[src/rtl/dqpc_pkg.sv]
// Types and constants of the DNS query packet classifier.
package dqpc_pkg;

    typedef enum logic [3:0] {
        STATUS_QUERY      = 4'd0,
        STATUS_ETH_SHORT  = 4'd1,
        STATUS_NOT_IPV4   = 4'd2,
        STATUS_IP_SHORT   = 4'd3,
        STATUS_NOT_UDP    = 4'd4,
        STATUS_UDP_SHORT  = 4'd5,
        STATUS_WRONG_PORT = 4'd6,
        STATUS_RESPONSE   = 4'd7,
        STATUS_DNS_SHORT  = 4'd8,
        STATUS_BAD_IHL    = 4'd9
    } status_t;

    typedef enum logic [1:0] {
        REG_MATCH_ETHERTYPE = 2'd0,
        REG_MATCH_PROTOCOL  = 2'd1,
        REG_MATCH_PORT      = 2'd2
    } reg_index_t;

    localparam int ETH_LEN          = 14;
    localparam int IP_HDR_MIN_BYTES = 20;
    localparam int UDP_LEN          = 8;
    localparam int DNS_FLAGS_LEN    = 4;
    localparam int IHL_MIN          = 5;
    localparam int ETHERTYPE_HI_POS = 12;
    localparam int ETHERTYPE_LO_POS = 13;
    localparam int IHL_POS          = 14;
    localparam int PROTOCOL_POS     = 23;
    localparam int PORT_POS_BASE    = 16;
    localparam int FLAGS_POS_BASE   = 24;
    localparam int DNS_START_MIN    = ETH_LEN + IP_HDR_MIN_BYTES + UDP_LEN;

    localparam logic [15:0] RESET_ETHERTYPE = 16'h0800;
    localparam logic [7:0]  RESET_PROTOCOL  = 8'd17;
    localparam logic [15:0] RESET_PORT      = 16'd53;

endpackage

[src/rtl/dns_query_packet_classifier.sv]
// Top level of the DNS query packet classifier: header capture and frame classification.
//
//   Channel   Direction  Transaction
//   s_*       in         one frame byte (tdata) with the end-of-frame mark (tlast)
//   m_*       out        one result per frame: status and DNS header offset
//   cfg_*     in         register write, no handshake
//
// One byte is accepted per cycle while no final byte waits on a stalled result; the byte goes
// through an input register and the frame state, and on the final byte the result passes
// from the input register into the output register. A stalled result only holds back a final byte behind it.
// Reset clears the frame state and restores the match registers to their defaults.
module dns_query_packet_classifier
    import dqpc_pkg::*;
#(
    parameter int COUNT_BITS = 16
)
(
    input  logic        clk,
    input  logic        rst_n,
    input  logic        s_tvalid,
    output logic        s_tready,
    input  logic [7:0]  s_tdata,   // [7:0] data_byte
    input  logic        s_tlast,   // last_byte
    output logic        m_tvalid,
    input  logic        m_tready,
    output logic [15:0] m_tdata,   // [3:0] status, [10:4] dns_start, [15:11] zero
    input  logic        cfg_we,
    input  logic [1:0]  cfg_index,
    input  logic [15:0] cfg_data
);

    localparam logic [COUNT_BITS-1:0] COUNT_MAX = '1;

    logic [15:0]           match_ethertype_reg;
    logic [7:0]            match_protocol_reg;
    logic [15:0]           match_port_reg;

    logic                  in_valid_reg;
    logic [7:0]            in_byte_reg;
    logic                  in_last_reg;
    logic                  in_advance;

    logic [COUNT_BITS-1:0] byte_count_reg;
    logic [COUNT_BITS-1:0] byte_count_next;
    logic [15:0]           seen_ethertype_reg;
    logic [15:0]           seen_ethertype_next;
    logic [3:0]            header_words_reg;
    logic [3:0]            header_words_next;
    logic [7:0]            seen_protocol_reg;
    logic [7:0]            seen_protocol_next;
    logic [15:0]           seen_port_reg;
    logic [15:0]           seen_port_next;
    logic                  response_bit_reg;
    logic                  response_bit_next;

    logic [6:0]            port_pos;
    logic [6:0]            flag_pos;
    logic [6:0]            dns_off;
    logic [6:0]            flags_end;
    status_t               status_next;

    logic                  out_valid_reg;
    status_t               status_reg;
    logic [6:0]            dns_start_reg;

    assign in_advance = in_valid_reg && (!in_last_reg || !out_valid_reg || m_tready);
    assign s_tready   = !in_valid_reg || in_advance;
    assign m_tvalid   = out_valid_reg;
    assign m_tdata    = {5'b0, dns_start_reg, status_reg};

    always_comb
    begin
        seen_ethertype_next = seen_ethertype_reg;
        header_words_next   = header_words_reg;
        seen_protocol_next  = seen_protocol_reg;
        seen_port_next      = seen_port_reg;
        response_bit_next   = response_bit_reg;

        port_pos = 7'(PORT_POS_BASE) + {1'b0, header_words_reg, 2'b00};
        flag_pos = 7'(FLAGS_POS_BASE) + {1'b0, header_words_reg, 2'b00};

        if (byte_count_reg == COUNT_BITS'(ETHERTYPE_HI_POS))
        begin
            seen_ethertype_next[15:8] = in_byte_reg;
        end
        if (byte_count_reg == COUNT_BITS'(ETHERTYPE_LO_POS))
        begin
            seen_ethertype_next[7:0] = in_byte_reg;
        end
        if (byte_count_reg == COUNT_BITS'(IHL_POS))
        begin
            header_words_next = in_byte_reg[3:0];
        end
        if (byte_count_reg == COUNT_BITS'(PROTOCOL_POS))
        begin
            seen_protocol_next = in_byte_reg;
        end
        if (byte_count_reg == COUNT_BITS'(port_pos))
        begin
            seen_port_next[15:8] = in_byte_reg;
        end
        if (byte_count_reg == COUNT_BITS'(port_pos + 7'd1))
        begin
            seen_port_next[7:0] = in_byte_reg;
        end
        if (byte_count_reg == COUNT_BITS'(flag_pos))
        begin
            response_bit_next = in_byte_reg[7];
        end

        if (byte_count_reg != COUNT_MAX)
        begin
            byte_count_next = byte_count_reg + COUNT_BITS'(1);
        end
        else
        begin
            byte_count_next = byte_count_reg;
        end

        dns_off   = 7'(ETH_LEN + UDP_LEN) + {1'b0, header_words_next, 2'b00};
        flags_end = dns_off + 7'(DNS_FLAGS_LEN);

        if (byte_count_next < COUNT_BITS'(ETH_LEN))
        begin
            status_next = STATUS_ETH_SHORT;
        end
        else if (seen_ethertype_next != match_ethertype_reg)
        begin
            status_next = STATUS_NOT_IPV4;
        end
        else if (byte_count_next < COUNT_BITS'(ETH_LEN + IP_HDR_MIN_BYTES))
        begin
            status_next = STATUS_IP_SHORT;
        end
        else if (seen_protocol_next != match_protocol_reg)
        begin
            status_next = STATUS_NOT_UDP;
        end
        else if (header_words_next < 4'(IHL_MIN))
        begin
            status_next = STATUS_BAD_IHL;
        end
        else if (byte_count_next < COUNT_BITS'(dns_off))
        begin
            status_next = STATUS_UDP_SHORT;
        end
        else if (seen_port_next != match_port_reg)
        begin
            status_next = STATUS_WRONG_PORT;
        end
        else if (byte_count_next < COUNT_BITS'(flags_end))
        begin
            status_next = STATUS_DNS_SHORT;
        end
        else if (response_bit_next)
        begin
            status_next = STATUS_RESPONSE;
        end
        else
        begin
            status_next = STATUS_QUERY;
        end
    end

    always_ff @(posedge clk or negedge rst_n)
    begin
        if (!rst_n)
        begin
            match_ethertype_reg <= RESET_ETHERTYPE;
            match_protocol_reg  <= RESET_PROTOCOL;
            match_port_reg      <= RESET_PORT;
        end
        else if (cfg_we)
        begin
            case (cfg_index)
                REG_MATCH_ETHERTYPE: match_ethertype_reg <= cfg_data;
                REG_MATCH_PROTOCOL:  match_protocol_reg  <= cfg_data[7:0];
                REG_MATCH_PORT:      match_port_reg      <= cfg_data;
                default:             ;
            endcase
        end
    end

    always_ff @(posedge clk or negedge rst_n)
    begin
        if (!rst_n)
        begin
            in_valid_reg       <= 1'b0;
            out_valid_reg      <= 1'b0;
            byte_count_reg     <= '0;
            seen_ethertype_reg <= '0;
            header_words_reg   <= '0;
            seen_protocol_reg  <= '0;
            seen_port_reg      <= '0;
            response_bit_reg   <= 1'b0;
        end
        else
        begin
            if (s_tready)
            begin
                in_valid_reg <= s_tvalid;
            end

            if (in_advance)
            begin
                if (in_last_reg)
                begin
                    byte_count_reg     <= '0;
                    seen_ethertype_reg <= '0;
                    header_words_reg   <= '0;
                    seen_protocol_reg  <= '0;
                    seen_port_reg      <= '0;
                    response_bit_reg   <= 1'b0;
                end
                else
                begin
                    byte_count_reg     <= byte_count_next;
                    seen_ethertype_reg <= seen_ethertype_next;
                    header_words_reg   <= header_words_next;
                    seen_protocol_reg  <= seen_protocol_next;
                    seen_port_reg      <= seen_port_next;
                    response_bit_reg   <= response_bit_next;
                end
            end

            if (in_advance && in_last_reg)
            begin
                out_valid_reg <= 1'b1;
            end
            else if (m_tready)
            begin
                out_valid_reg <= 1'b0;
            end
        end
    end

    always_ff @(posedge clk)
    begin
        if (s_tready && s_tvalid)
        begin
            in_byte_reg <= s_tdata;
            in_last_reg <= s_tlast;
        end
        if (in_advance && in_last_reg)
        begin
            status_reg <= status_next;
            if (status_next == STATUS_QUERY)
            begin
                dns_start_reg <= dns_off;
            end
            else
            begin
                dns_start_reg <= '0;
            end
        end
    end

endmodule

[config.mk]
export PLATFORM = sky130hd
export DESIGN_NAME = dns_query_packet_classifier
export DESIGN_NICKNAME = d
export VERILOG_FILES = /design/src/rtl/dqpc_pkg.sv /design/src/rtl/dns_query_packet_classifier.sv
export SDC_FILE = /design/constraint.sdc
export NUM_CORES = 1
export LEC_CHECK = 0
export ABC_AREA = 1
export BUFFER_PORTS_ARGS = -buffer_cell sky130_fd_sc_hd__clkbuf_2
export CAP_MARGIN = 20
export CORE_ASPECT_RATIO = 0.7
export CORE_MARGIN = 4
export CORE_UTILIZATION = 40
export DETAILED_ROUTE_END_ITERATION = 16
export GPL_TIMING_DRIVEN = 0
export PLACE_DENSITY_LB_ADDON = 0.12
export SYNTH_ARGS = -nofsm -noshare
export SYNTH_HDL_FRONTEND = slang
export SYNTH_SLANG_ARGS = --single-unit
[constraint.sdc]
create_clock -name clk -period 7.6 [get_ports clk]
set_input_delay 1.14 -clock clk [delete_from_list [all_inputs] [get_ports clk]]
set_output_delay 1.14 -clock clk [all_outputs]
set_load 0.01 [all_outputs]
==> reports/qor.csv <==
metric,value,unit
sequential area share after synthesis,41.4,%
FMAX,0.207,GHz
post-detailed-routing wire length,22.4,mm
switching power share of the total,29.1,%
maximum ir drop on the vdd rail,0.000127,V
cts repair resizes,0,
worst hold-check path type,register to register,
share of final-layout standard cells stronger than drive strength 1,15.9,%
Port Buffers,43,
CTS buffer count,17,
I/O pins,50,
count of synthesis-stage warnings from yosys,0,
starting density of the core,41.5,%
Slew @ Worst Pin,879,ps
Synth Register Bits,122,
DIE AREA,21300,sq um
post-CTS repair timing setup buffer count,0,
"EDFF count, synth",19,
"most common cell after layout, fill and taps aside",sky130_fd_sc_hd__nand2_1,
DRC,0,
Area growth syn-to-layout,14.5,%
number of DRC markers after the initial detailed-route iteration,645,
power share of the combinational group,13.8,%
mean instance size in the synthesized netlist,7.74,sq um
Total Power Consumption,1.80,mW
Worst slew margin,41.4,%
run status,"complete, no violations",
placer congestion estimate,0.879,
Row Count,41,
Final #Nets,1104,
Critical Path Sink Type,register,
Detail Route Antenna Nets,0,
cell with the biggest individual delay on the critical path,sky130_fd_sc_hd__o21ai_0,
Cell variety after synth,46,
PD cells,206,nW/um^2
worst-path fanout max,8,
CTS sink count,122,
most frequent cells in the layout,"sky130_fd_sc_hd__nand2_1 (276), sky130_fd_sc_hd__inv_1 (143), sky130_fd_sc_hd__dfrtp_1 (96), sky130_fd_sc_hd__o22ai_1 (54), sky130_fd_sc_hd__o21ai_0 (53)",
largest clock skew in the final design,11.7,ps
main area contributors after synthesis,"sky130_fd_sc_hd__dfrtp_1 (32%), sky130_fd_sc_hd__nand2_1 (14%), sky130_fd_sc_hd__edfxtp_1 (7.5%), sky130_fd_sc_hd__inv_1 (7.0%), sky130_fd_sc_hd__o22ai_1 (4.4%)",
vias after detailed routing,6694,
clock period minus final worst setup slack,4830,ps
first-pass iteration count of the detailed router,5,
Cells after DPL,1268,
cell type contributing the most total cell area after synthesis,sky130_fd_sc_hd__dfrtp_1,
Bufs and invs on worst path,3,
number of maximum-capacitance constraint violations,0,
most frequent CP cell,sky130_fd_sc_hd__nand2_1,
largest net degree at the start of global routing,104,
top cell type's share of synthesized area,31.5,%
library cell used as clock root buffer,sky130_fd_sc_hd__clkbuf_16,
static leakage,4.36,nW
cell count after synthesis,984,
aggregate negative setup slack,0,ps
"Req. time, crit path",7880,ps
number of hold violations in the final report,0,
Non-Filler Instances,1300,
final cycle utilization of the critical path,63.6,%
n_diodes,0,
total grt overflow,0,
CTS tree,yes,
post-detailed-route wirelength per cell,17.2,um
cell internal pwr,1.27,mW
Worst Path Arrival,5110,ps
hold buffer count at cts,0,
clock transition at the registers of the reported paths,60,ps
async set-reset flop share out of synthesis,84.4,%
RSZ-0062 raised after global routing,no,
Net Sw Power,0.524,mW
kind of cell adding the most delay to the critical path,simple AND/OR/NAND/NOR gates,
antenna violations before repair,0,
clock buffer depth,2,
number of global-route vias before repair,6150,
H-tree depth reported by CTS,4,
final setup fails,0,
placeable core region,18400,sq um
x dimension of the die,173,um
Max stage delay on crit path,600,ps
clock latency reported for the late side of the worst-skew pair,420,ps
Global Route Usage Sum,21.4,%
y dimension of the die,123,um
Netlist Area Pre-Place,7620,sq um
Critical Setup Path Class,register to register,
HPWL after DPL,16.9,mm
Clock power frac,43.8,%
part of the power in registers,42.4,%
flip-flop cell with the highest count after synthesis,sky130_fd_sc_hd__dfrtp_1,
type of element launching the critical path,register,
first-pass GRT wire length,35.1,mm
Slew Limit Fails,0,
routed vias/inst,5.15,
==> cell usage after synthesis (8+ instances only) <==
master,instances
sky130_fd_sc_hd__a21oi_1,15
sky130_fd_sc_hd__clkbuf_1,18
sky130_fd_sc_hd__dfrtp_1,96
sky130_fd_sc_hd__edfxtp_1,19
sky130_fd_sc_hd__ha_1,21
sky130_fd_sc_hd__inv_1,143
sky130_fd_sc_hd__inv_2,12
sky130_fd_sc_hd__nand2_1,276
sky130_fd_sc_hd__nand2_2,10
sky130_fd_sc_hd__nand3_1,49
sky130_fd_sc_hd__nand3b_1,15
sky130_fd_sc_hd__nand4_1,16
sky130_fd_sc_hd__nor2_1,46
sky130_fd_sc_hd__nor2_2,17
sky130_fd_sc_hd__nor3_1,8
sky130_fd_sc_hd__o211ai_1,8
sky130_fd_sc_hd__o21ai_0,53
sky130_fd_sc_hd__o21ai_1,15
sky130_fd_sc_hd__o21ai_2,8
sky130_fd_sc_hd__o22ai_1,54
sky130_fd_sc_hd__xor2_1,15
==> per-stage QoR <==
stage	hold slack [ps]	util (%)	instance area [sq um]	worst slack, ps
detailed placement	489	44.4	8150	2850
floorplan	453	-	7630	3620
CTS	501	47.5	8720	2830
global route	521	47.5	8720	2270
finish	499	47.5	8720	2770
global placement	472	44.4	8150	2800
==> worst paths after layout <==
path,start,to,slack (ps),cells after the start
setup / recovery,byte_count_reg[8]$_DFFE_PN0P_,dns_start_reg[5]$_SDFFCE_PP0P_,2770,25
hold / removal,response_bit_reg$_DFFE_PN0P_,response_bit_reg$_DFFE_PN0P_,500,2
setup reg to reg,byte_count_reg[8]$_DFFE_PN0P_,dns_start_reg[5]$_SDFFCE_PP0P_,2770,25
hold reg to reg,response_bit_reg$_DFFE_PN0P_,response_bit_reg$_DFFE_PN0P_,500,2
max in group asynchronous,rst_n,byte_count_reg[3]$_DFFE_PN0P_,6150,1
min in group asynchronous,rst_n,match_ethertype_reg[1]$_DFFE_PN0P_,810,1
==> power by group through the flow <==
| stage | Clock [mW] | Sequential, mW | Combinational, mW |
|---|---|---|---|
| detailed placement | 0 | 0.772 | 0.248 |
| global placement | 0 | 0.771 | 0.245 |
| global route | 0.833 | 0.766 | 0.284 |
| floorplan | 0 | 0.751 | 0.171 |
| finish | 0.787 | 0.761 | 0.249 |
| CTS | 0.798 | 0.761 | 0.249 |
==> kinds of logic (layout without fill, tap and decap cells) <==
| family | after synthesis | in the layout | share of synthesized area (%) |
|---|---|---|---|
| simple gates | 463 | 463 | 29.2 |
| buf+inv | 193 | 268 | 10.6 |
| compound gates | 162 | 162 | 12.6 |
| flops | 122 | 122 | 41.4 |
| xor+xnor | 22 | 22 | 2.53 |
| fa+ha+maj | 21 | 21 | 3.45 |
| other cells | 1 | 6 | 0.0492 |
==> routing by layer <==
layer / track usage, % / wire, um / up-vias
li1: - / - / 3331
met1: 34.0 / 11800 / 3126
met2: 29.1 / 8840 / 223
met3: 5.07 / 1630 / 14
met4: 4.83 / 179 / 0
met5: 0 / 0 / -
==> worst register-to-register path, cell delays in order, from the launching register on <==
cell and delay, ps:
sky130_fd_sc_hd__dfrtp_1 440, sky130_fd_sc_hd__nor2_2 140, sky130_fd_sc_hd__nand2_2 120, sky130_fd_sc_hd__nor2_8 250
sky130_fd_sc_hd__nand2_1 210, sky130_fd_sc_hd__o21ai_0 600, sky130_fd_sc_hd__inv_1 250, sky130_fd_sc_hd__ha_1 260
sky130_fd_sc_hd__inv_1 70, sky130_fd_sc_hd__xor2_1 360, sky130_fd_sc_hd__nor3_1 110, sky130_fd_sc_hd__xnor2_1 160
sky130_fd_sc_hd__ha_1 320, sky130_fd_sc_hd__a21oi_1 140, sky130_fd_sc_hd__inv_1 60, sky130_fd_sc_hd__a211oi_1 230
sky130_fd_sc_hd__nand2_1 120, sky130_fd_sc_hd__nor2_1 160, sky130_fd_sc_hd__nor2_1 50, sky130_fd_sc_hd__nand3_1 90
sky130_fd_sc_hd__nand2_1 60, sky130_fd_sc_hd__nand2_1 70, sky130_fd_sc_hd__nand2_2 70, sky130_fd_sc_hd__nor2_4 130
sky130_fd_sc_hd__nand3_4 120, sky130_fd_sc_hd__nor2_2 110
==> layout make-up <==
cell class,instances,area (sq um)
Inverter,158,593
Timing Repair Buffer,43,224
Tap cell,236,295
Clock buffer,19,433
Fill cell,1858,9650
Sequential cell,122,3160
Multi-Input combinational cell,674,3670
Buffer,35,216
Clock inverter,13,130
(Power assumes the default switching activity.)
